[src/hw/rtl/mh64a_pkg.sv]
// shared constants and helpers for the murmur hash 64a block
// no dependencies
package mh64a_pkg;

    localparam logic [63:0] MUL_M   = 64'hc6a4a7935bd1e995;
    localparam int          SHIFT_R = 47;

    // keep the low nbytes bytes of a word, nbytes in 1..7
    function automatic logic [63:0] byte_mask(input logic [3:0] nbytes);
        logic [63:0] mask;
        begin
            case (nbytes)
                4'd1:    mask = 64'h0000_0000_0000_00ff;
                4'd2:    mask = 64'h0000_0000_0000_ffff;
                4'd3:    mask = 64'h0000_0000_00ff_ffff;
                4'd4:    mask = 64'h0000_0000_ffff_ffff;
                4'd5:    mask = 64'h0000_00ff_ffff_ffff;
                4'd6:    mask = 64'h0000_ffff_ffff_ffff;
                4'd7:    mask = 64'h00ff_ffff_ffff_ffff;
                default: mask = 64'hffff_ffff_ffff_ffff;
            endcase
            return mask;
        end
    endfunction

    function automatic logic [63:0] xor_shift(input logic [63:0] value);
        return value ^ (value >> SHIFT_R);
    endfunction

endpackage

[src/hw/rtl/murmur_hash_64a.sv]
// streaming murmur hash 64a, top level; depends on mh64a_pkg and mh64a_mul
// each 64-bit multiply by the constant runs as LL, LH and HL partial products on the one shared 32x32 multiplier
// multiplies per beat: 3 for a full word, 1 for a tail, 0 when empty, one more on the first beat and one on the last
// async active-low reset clears the seed, running hash, message flag, sequencer state and output valid flag
module murmur_hash_64a
    import mh64a_pkg::*;
(
    input  logic        clk,
    input  logic        rst_n,
    input  logic        cfg_valid,
    output logic        cfg_ready,
    input  logic [31:0] hash_seed,
    input  logic        in_valid,
    output logic        in_ready,
    input  logic [63:0] data_word,
    input  logic [3:0]  valid_bytes,
    input  logic        first_item,
    input  logic        last_item,
    input  logic [31:0] message_length,
    output logic        out_valid,
    input  logic        out_ready,
    output logic [63:0] hash_value
);

    typedef enum logic [3:0] {
        S_IDLE,
        S_INIT,
        S_MIX,
        S_K1,
        S_K2,
        S_H,
        S_LAST,
        S_FIN,
        S_EMIT
    } state_t;

    state_t      state_reg;
    logic [31:0] seed_reg;
    logic [63:0] hash_reg;
    logic        in_message_reg;
    logic [63:0] word_reg;
    logic [3:0]  nbytes_reg;
    logic        last_reg;
    logic        out_valid_reg;
    logic [63:0] result_reg;

    logic        accept;
    logic [3:0]  nbytes_clamped;
    logic        mul_start;
    logic [63:0] mul_operand;
    logic        mul_done;
    logic [63:0] mul_product;

    assign cfg_ready      = 1'b1;
    assign in_ready       = (state_reg == S_IDLE);
    assign accept         = in_valid && in_ready;
    assign nbytes_clamped = valid_bytes[3] ? 4'd8 : valid_bytes;

    always_comb
    begin
        mul_start   = 1'b0;
        mul_operand = hash_reg;
        case (state_reg)
            S_IDLE:
            begin
                mul_start   = accept && first_item;
                mul_operand = {32'b0, message_length};
            end
            S_MIX:
            begin
                mul_start = (nbytes_reg != 4'd0);
                if (nbytes_reg == 4'd8)
                begin
                    mul_operand = word_reg;
                end
                else
                begin
                    mul_operand = hash_reg ^ (word_reg & byte_mask(nbytes_reg));
                end
            end
            S_K1:
            begin
                mul_start   = mul_done;
                mul_operand = xor_shift(mul_product);
            end
            S_K2:
            begin
                mul_start   = mul_done;
                mul_operand = hash_reg ^ mul_product;
            end
            S_LAST:
            begin
                mul_start   = last_reg;
                mul_operand = xor_shift(hash_reg);
            end
            default:
            begin
                mul_start = 1'b0;
            end
        endcase
    end

    mh64a_mul u_mul (
        .clk     (clk),
        .rst_n   (rst_n),
        .start   (mul_start),
        .operand (mul_operand),
        .done    (mul_done),
        .product (mul_product)
    );

    always_ff @(posedge clk or negedge rst_n)
    begin
        if (!rst_n)
        begin
            state_reg      <= S_IDLE;
            seed_reg       <= 32'b0;
            hash_reg       <= 64'b0;
            in_message_reg <= 1'b0;
            out_valid_reg  <= 1'b0;
        end
        else
        begin
            if (cfg_valid && cfg_ready)
            begin
                seed_reg <= hash_seed;
            end
            if (out_valid_reg && out_ready && (state_reg != S_EMIT))
            begin
                out_valid_reg <= 1'b0;
            end
            case (state_reg)
                S_IDLE:
                begin
                    if (accept)
                    begin
                        word_reg   <= data_word;
                        nbytes_reg <= nbytes_clamped;
                        last_reg   <= last_item;
                        if (first_item)
                        begin
                            state_reg <= S_INIT;
                        end
                        else if (in_message_reg)
                        begin
                            state_reg <= S_MIX;
                        end
                    end
                end
                S_INIT:
                begin
                    if (mul_done)
                    begin
                        hash_reg       <= {32'b0, seed_reg} ^ mul_product;
                        in_message_reg <= 1'b1;
                        state_reg      <= S_MIX;
                    end
                end
                S_MIX:
                begin
                    if (nbytes_reg == 4'd8)
                    begin
                        state_reg <= S_K1;
                    end
                    else if (nbytes_reg != 4'd0)
                    begin
                        state_reg <= S_H;
                    end
                    else
                    begin
                        state_reg <= S_LAST;
                    end
                end
                S_K1:
                begin
                    if (mul_done)
                    begin
                        state_reg <= S_K2;
                    end
                end
                S_K2:
                begin
                    if (mul_done)
                    begin
                        state_reg <= S_H;
                    end
                end
                S_H:
                begin
                    if (mul_done)
                    begin
                        hash_reg  <= mul_product;
                        state_reg <= S_LAST;
                    end
                end
                S_LAST:
                begin
                    if (last_reg)
                    begin
                        in_message_reg <= 1'b0;
                        state_reg      <= S_FIN;
                    end
                    else
                    begin
                        state_reg <= S_IDLE;
                    end
                end
                S_FIN:
                begin
                    if (mul_done)
                    begin
                        state_reg <= S_EMIT;
                    end
                end
                S_EMIT:
                begin
                    // product holds in the idle multiplier until the result slot frees
                    if (!out_valid_reg || out_ready)
                    begin
                        result_reg    <= xor_shift(mul_product);
                        out_valid_reg <= 1'b1;
                        state_reg     <= S_IDLE;
                    end
                end
                default:
                begin
                    state_reg <= S_IDLE;
                end
            endcase
        end
    end

    assign out_valid  = out_valid_reg;
    assign hash_value = result_reg;

`ifndef SYNTHESIS
    a_done_expected: assert property (@(posedge clk) disable iff (!rst_n)
        mul_done |-> (state_reg == S_INIT || state_reg == S_K1 || state_reg == S_K2
                      || state_reg == S_H || state_reg == S_FIN))
        else $error("multiply finished while sequencer not waiting");
    a_stray_beat: assert property (@(posedge clk) disable iff (!rst_n)
        accept && !first_item && !in_message_reg |=> state_reg == S_IDLE)
        else $error("beat outside a message was not dropped");
    a_fin_closed: assert property (@(posedge clk) disable iff (!rst_n)
        (state_reg == S_FIN || state_reg == S_EMIT) |-> !in_message_reg)
        else $error("message still open during finalize");
    a_emit_slot: assert property (@(posedge clk) disable iff (!rst_n)
        (state_reg == S_EMIT) && out_valid_reg && !out_ready |=> state_reg == S_EMIT)
        else $error("result overwritten before it was taken");
`endif

endmodule

[src/hw/rtl/mh64a_mul.sv]
// shared 64-bit multiply by the hash constant, low 64 bits of the product
// one 32x32 partial product per cycle; depends on mh64a_pkg
module mh64a_mul
    import mh64a_pkg::*;
(
    input  logic        clk,
    input  logic        rst_n,
    input  logic        start,
    input  logic [63:0] operand,
    output logic        done,
    output logic [63:0] product
);

    typedef enum logic [1:0] {
        MS_IDLE,
        MS_LL,
        MS_LH,
        MS_HL
    } mstate_t;

    mstate_t     state_reg;
    logic        done_reg;
    logic [63:0] a_reg;
    logic [63:0] acc_reg;
    logic [31:0] x;
    logic [31:0] y;
    logic [63:0] part;
    logic [31:0] hi_next;

    assign x       = (state_reg == MS_HL) ? a_reg[63:32] : a_reg[31:0];
    assign y       = (state_reg == MS_LH) ? MUL_M[63:32] : MUL_M[31:0];
    assign part    = 64'(x) * 64'(y);
    assign hi_next = acc_reg[63:32] + part[31:0];

    always_ff @(posedge clk or negedge rst_n)
    begin
        if (!rst_n)
        begin
            state_reg <= MS_IDLE;
            done_reg  <= 1'b0;
        end
        else
        begin
            done_reg <= 1'b0;
            case (state_reg)
                MS_IDLE:
                begin
                    if (start)
                    begin
                        a_reg     <= operand;
                        state_reg <= MS_LL;
                    end
                end
                MS_LL:
                begin
                    acc_reg   <= part;
                    state_reg <= MS_LH;
                end
                MS_LH:
                begin
                    acc_reg[63:32] <= hi_next;
                    state_reg      <= MS_HL;
                end
                MS_HL:
                begin
                    acc_reg[63:32] <= hi_next;
                    done_reg       <= 1'b1;
                    state_reg      <= MS_IDLE;
                end
                default:
                begin
                    state_reg <= MS_IDLE;
                end
            endcase
        end
    end

    assign done    = done_reg;
    assign product = acc_reg;

`ifndef SYNTHESIS
    a_start_idle: assert property (@(posedge clk) disable iff (!rst_n)
        start |-> (state_reg == MS_IDLE))
        else $error("multiply started while busy");
    a_done_after_hl: assert property (@(posedge clk) disable iff (!rst_n)
        done |-> $past(state_reg) == MS_HL)
        else $error("multiply done without final partial product");
    a_done_pulse: assert property (@(posedge clk) disable iff (!rst_n)
        done |=> !done)
        else $error("multiply done held more than one cycle");
`endif

endmodule

[config.mk]
export PLATFORM = sky130hd
export DESIGN_NAME = murmur_hash_64a
export DESIGN_NICKNAME = d
export VERILOG_FILES = /design/src/hw/rtl/mh64a_pkg.sv /design/src/hw/rtl/murmur_hash_64a.sv /design/src/hw/rtl/mh64a_mul.sv
export SDC_FILE = /design/constraint.sdc
export NUM_CORES = 2
export LEC_CHECK = 0
export BUFFER_PORTS_ARGS = -buffer_cell sky130_fd_sc_hd__buf_2
export CORE_ASPECT_RATIO = 1.2
export CORE_MARGIN = 2
export CORE_UTILIZATION = 40
export CTS_BUF_LIST = sky130_fd_sc_hd__clkbuf_4 sky130_fd_sc_hd__clkbuf_8 sky130_fd_sc_hd__clkbuf_16
export DETAILED_ROUTE_END_ITERATION = 8
export MAX_ROUTING_LAYER = met4
export PLACE_DENSITY_LB_ADDON = 0.2
export RECOVER_POWER = 25
export SYNTH_ARGS = -nofsm -noshare
export SYNTH_HDL_FRONTEND = slang
export SYNTH_HIERARCHICAL = 1
export SYNTH_SLANG_ARGS = --single-unit
[constraint.sdc]
create_clock -name clk -period 11.7 [get_ports clk]
set_clock_uncertainty 0.2 [all_clocks]
set_input_delay 2.34 -clock clk [delete_from_list [all_inputs] [get_ports clk]]
set_output_delay 2.34 -clock clk [all_outputs]
set_load 0.01 [all_outputs]
; Word-level counts from Yosys, hierarchy flattened
; Cells that the tools add are included.
; W data, S select, Z words.
[totals]
ff_bits = 366
in_bits = 139
elab_cells = 110
[classes]
n_addsub = 1
multipliers = 1
eq_ne = 30
mux = 35
bitwise = 6
n_reduce_logical = 22
[op_table]
columns = cell, count
row1 = $pmux W64 S7, 1
row2 = $mux W64, 5
row3 = $pmux W64 S5, 1
row4 = $pmux W64 S2, 1
row5 = $xor A64 B17 Y64, 2
row6 = $xor A64 B64 Y64, 2
row7 = $and A64 B64 Y64, 1
row8 = $mul A32 B32 Y64, 1
row9 = $mux W32, 2
row10 = $pmux W32 S2, 1
row11 = $xor A32 B64 Y64, 1
row12 = $mux W4, 10
row13 = $pmux W4 S9, 1
row14 = $add A32 B32 Y32, 1
row15 = $eq A4 B3 Y1 const B, 8
row16 = $eq A4 B2 Y1 const B, 4
row17 = $reduce_and A3 Y1, 5
row18 = $ne A2 B1 Y1 const B, 6
row19 = $eq A4 B1 Y1 const B, 2
row20 = $eq A4 B4 Y1 const B, 2
row21 = $pmux W2 S4, 1
row22 = $reduce_and A8 Y1, 1
row23 = $mux W1, 6
row24 = $mux W3, 2
row25 = other kinds (17), 28

; Logic depth before layout (Yosys ltp)
[depth]
depth_word = 8
ltp_mapped = 43
depth_no_buf = 41

; Hierarchy
; Netlist, hierarchy kept.
[by_module_without_submodules]
columns = module, instances, cells_per_inst, area_each_um2
row1 = mh64a_mul, 1, 2925, 30284.0
row2 = murmur_hash_64a, 1, 1334, 13521.7

; Worst setup path after synthesis
; Ideal clock, no wire load.
[synth_timing]
kind = register to register
startpoint = register u_mul.state_reg[0]
endpoint = register u_mul.acc_reg[63] (netlist: u_mul/product[63]), data pin
arrival_ns = 9.498
path_slack_ns = 1.742
path_stages_with_launch = 40
n_path_buf = 4
synth_period_minus_slack_ns = 9.958
path_cell_list = dfrtp_1 -> ha_1 -> clkbuf_1 -> clkbuf_1 -> clkbuf_1 -> mux2i_1 -> inv_1 -> nand2_1 -> inv_1 -> ha_1 -> fa_1 -> fa_1 -> inv_1 -> fa_1 -> inv_1 -> ha_1 -> ha_1 -> fa_1 -> [4 not listed] -> buf_2 -> a21o_1 -> a21o_1 -> a2111oi_4 -> o31ai_1 -> a31o_2 -> a21boi_1 -> o21ai_0 -> xor2_1 -> ha_1 -> nand2_1 -> o21ai_0 -> nand3_1 -> nand2_1 -> a31oi_1 -> a21oi_1 -> xnor2_1 -> mux2_2
[synth_between]
elab_chain_cells = 5
elab_cells_between_ends = 9
cone_classes = 1 x add/sub / 1 x mul / 3 x eq/ne / 3 x mux / 1 x reduce/logical
[synth_rtl]
columns = item, line_no
row1 = start: declaration, mh64a_mul.sv:21  ; mstate_t state_reg;
row2 = start signal: assignment, mh64a_mul.sv:39  ; state_reg <= MS_IDLE;
row3 = start signal: assignment, mh64a_mul.sv:51  ; state_reg <= MS_LL;
row4 = start signal: assignment, mh64a_mul.sv:57  ; state_reg <= MS_LH;
row5 = "$eq A2 B2 Y1, on equally long branches", "mh64a_mul.sv:30, mh64a_mul.sv:31"
row6 = "$mux W32, on equally long branches", "mh64a_mul.sv:30, mh64a_mul.sv:31"
row7 = $mul A32 B32 Y64 (*), mh64a_mul.sv:32  ; assign part = 64'(x) * 64'(y);
row8 = via u_mul.part[26], mh64a_mul.sv:27  ; logic [63:0] part;
row9 = $add A32 B32 Y32 (*), mh64a_mul.sv:33  ; assign hi_next = acc_reg[63:32] + part[31:0];
row10 = $pmux W32 S2 (*), mh64a_mul.sv:45  ; case (state_reg)
row11 = end signal: assignment, mh64a_mul.sv:56  ; acc_reg <= part;
row12 = end signal: assignment, mh64a_mul.sv:61  ; acc_reg[63:32] <= hi_next;
row13 = end signal: assignment, mh64a_mul.sv:66  ; acc_reg[63:32] <= hi_next;
row14 = end: declaration, mh64a_mul.sv:24  ; logic [63:0] acc_reg;
; The timed path passes the listed nets; every way through them passes the cells marked *.
; A chain may end at the register's enable or synchronous reset.

; Worst setup path in the final report
; Same ends and word-level chain as after synthesis.

==> impl_metrics.py <==
metrics = {
    "clocking": {
        "insertion_delay_ns": 0.56,
        "cts_buffers": 35,
        "clkTransAtPathRegs_ns": 0.07,
        "cts_tree": "built",
        "cts_root_buf": "clkbuf_16",
        "htree_levels": 2,
        "cts_setup_buffers": 0,
        "cts_sinks": 366,
        "cts_buffer_depth": 3,
    },
    "layout": {
        "final_area_sq_um": 47600,
        "nFillCells": 10662,
        "multi_input_area_sq_um": 29600,
        "final_cell_mix": "inv_1 (794), fa_1 (616), ha_1 (434), a21oi_1 (266), edfxtp_1 (261)",
        "synthToLayoutAreaGrowth_pct": 8.65,
        "layout_commonest_cell": "inv_1",
        "drive_gt1_share_pct": 10.2,
        "finalNetCount": 5580,
        "seq_area_sq_um": 10500,
    },
    "critical_path": {
        "worstSetupEndpointType": "flip-flop",
        "critical_path_class": "reg -> reg",
        "crit_arrival_ns": 11.05,
        "path_max_fanout": 12,
        "reg2reg_slack_ns": 0.73,
        "cp-start-kind": "flip-flop",
        "cp_slowest_cell": "mux2i_1",
        "crit_path_frequent_cell": "fa_1",
        "slowest_delay_ns": 0.85,
        "worstPathRequired_ns": 11.78,
    },
    "floorplanning": {
        "ioPinCount": 206,
        "die_x_um": 306,
        "core_sq_um": 109000,
        "rows": 133,
        "dieArea_sq_um": 112000,
        "die_y_um": 367,
        "start_util_pct": 40.1,
    },
    "timing": {
        "slew_viol_final": 230,
        "min_period_ns": 10.97,
        "whs_ns": 0.299,
        "post-route-period-util_pct": 93.7,
        "tightest_slew_ns": 2.37,
        "rsz0062_at_grt": "no",
        "fmax_mhz": 91.2,
        "slew_headroom_pct": -58.0,
        "hold_viol_final": 0,
        "final.setup.tns_ns": 0,
        "setup_viol": 0,
    },
    "routing": {
        "drc": 0,
        "ant_nets": 0,
        "drtIter0Drc": 2732,
        "via_per_inst": 5.47,
        "first_pass_iters": 6,
        "num_vias": 31922,
        "wl_per_cell_um": 25.9,
        "drt_wl_total_mm": 151,
    },
    "grt": {
        "antenna_found_initial": 6,
        "grt-ovfl-total": 0,
        "grt_max_degree": 71,
        "grt_pass1_wl_mm": 224,
        "grt_pass1_vias": 33466,
        "grt_usage_pct": 28.1,
    },
    "logic_synthesis": {
        "synth_cells": 4259,
        "synth_top_area_cell": "fa_1",
        "ys_seq_area_share_pct": 23.9,
        "synthArstFlopShare_pct": 28.7,
        "ys.flop_type": "edfxtp_1",
        "synth-edff-count": 261,
        "netlist_area_sq_um": 43800,
        "synth_top_cell_area_share_pct": 28.2,
        "ys_ff_latch": 366,
        "ys_warn_count": 6,
        "yosys-top-cells-area": "fa_1 (28%), edfxtp_1 (18%), ha_1 (12%), inv_1 (6.8%), dfrtp_1 (6.0%)",
        "avgSynthCellArea_sq_um": 10.3,
        "synthDistinctLibCells": 93,
    },
    "place": {
        "io_buffers": 204,
        "dp_hpwl_mm": 125,
        "gp_routability_congestion": 1.02,
        "placed_cell_area_sq_um": 46400,
    },
    "flow_run": {
        "cap_viol_max_count": 6,
    },
    "hold_path": {
        "hp-class": "reg -> reg",
    },
    "run_status": {
        "status": "finished with violations",
        "violations": "capacitance limit, slew limit",
    },
}
cell usage after synthesis (20+ instances only):
library cell and count:
nor3_1 21, nand3_1 42, fa_1 616, a21o_1 88, edfxtp_1 261, nand2_1 231, nand2b_1 27, buf_2 39
mux2i_1 35, inv_1 794, and3_1 25, xnor2_1 121, nor2b_1 34, clkbuf_1 123, ha_1 436, nand3b_1 20
a21oi_1 267, mux2_2 72, o21a_1 45, a31oi_1 40, o31ai_1 22, o21ai_0 188, dfrtp_1 105, xor2_1 82
nor2_1 186, nand4_1 21, o22ai_1 42
layer usage:
metal | global-route usage, % | wire length, um | vias up
li1 | - | - | 14395
met1 | 35.5 | 61900 | 16196
met5 | - | 0 | -
met4 | 11.2 | 7400 | 0
met2 | 47.4 | 75200 | 1099
met3 | 1.90 | 6780 | 232
timing repair:
item                                    CTS  global route
hold buffers                              0             0
endpoints found under the setup margin    0             1
gates resized for setup                   0             2
cell families after synthesis:
logic type,Yosys count,synth area share [%]
compound gates,879,12.9
simple gates,666,7.21
xor+xnor,203,4.06
fa+ha+maj,1052,40.6
buf+inv,983,8.67
mux,107,2.65
flops,366,23.9
other cells,3,0.0257
worst max-delay path, delay by kind of cell, from the launching register on:
kind	cells	cell delay (ns)
buffers and inverters	5	1.10
DFF	1	0.40
AOI/OAI and AO/OA	3	0.59
muxes	2	1.11
and+or+nand+nor	6	1.54
adders and majority gates	11	5.35
xor gates and xnor gates	2	0.42
layout make-up:
cell class / instances / area share, %
multi-input cells: 2914 / 62.2
flip-flops and latches: 366 / 22.0
inverters: 798 / 6.29
well taps: 1417 / 3.73
repair buffers: 274 / 3.16
clock buffers: 44 / 2.07
clock inverters: 19 / 0.534
diodes: 3 / 0.0158
metrics by stage:
| step | instances | util, % | setup slack [ns] |
|---|---|---|---|
| CTS | 5832 | 43.6 | 0.524 |
| global route | 5835 | 43.6 | 0.0530 |
| floorplan | 4263 | - | 1.74 |
| finish | 5835 | 43.6 | 0.732 |
| detailed placement | 5769 | 42.5 | 0.604 |
| global placement | 5769 | 42.5 | 0.540 |
final timing paths:
path	start	to	cells after the start
max	u_mul/state_reg[0]	u_mul/product[63]	29
max in group asynchronous	rst_n	hash_reg[52]	3
max reg2reg	u_mul/state_reg[0]	u_mul/product[63]	29
min in group asynchronous	rst_n	hash_reg[18]	1
min reg2reg	in_message_reg	in_message_reg	2
min	in_message_reg	in_message_reg	2
Power is left out: the tool's default activity adds up to more than one toggle a clock period on the data nets, which glitch-free logic cannot reach.
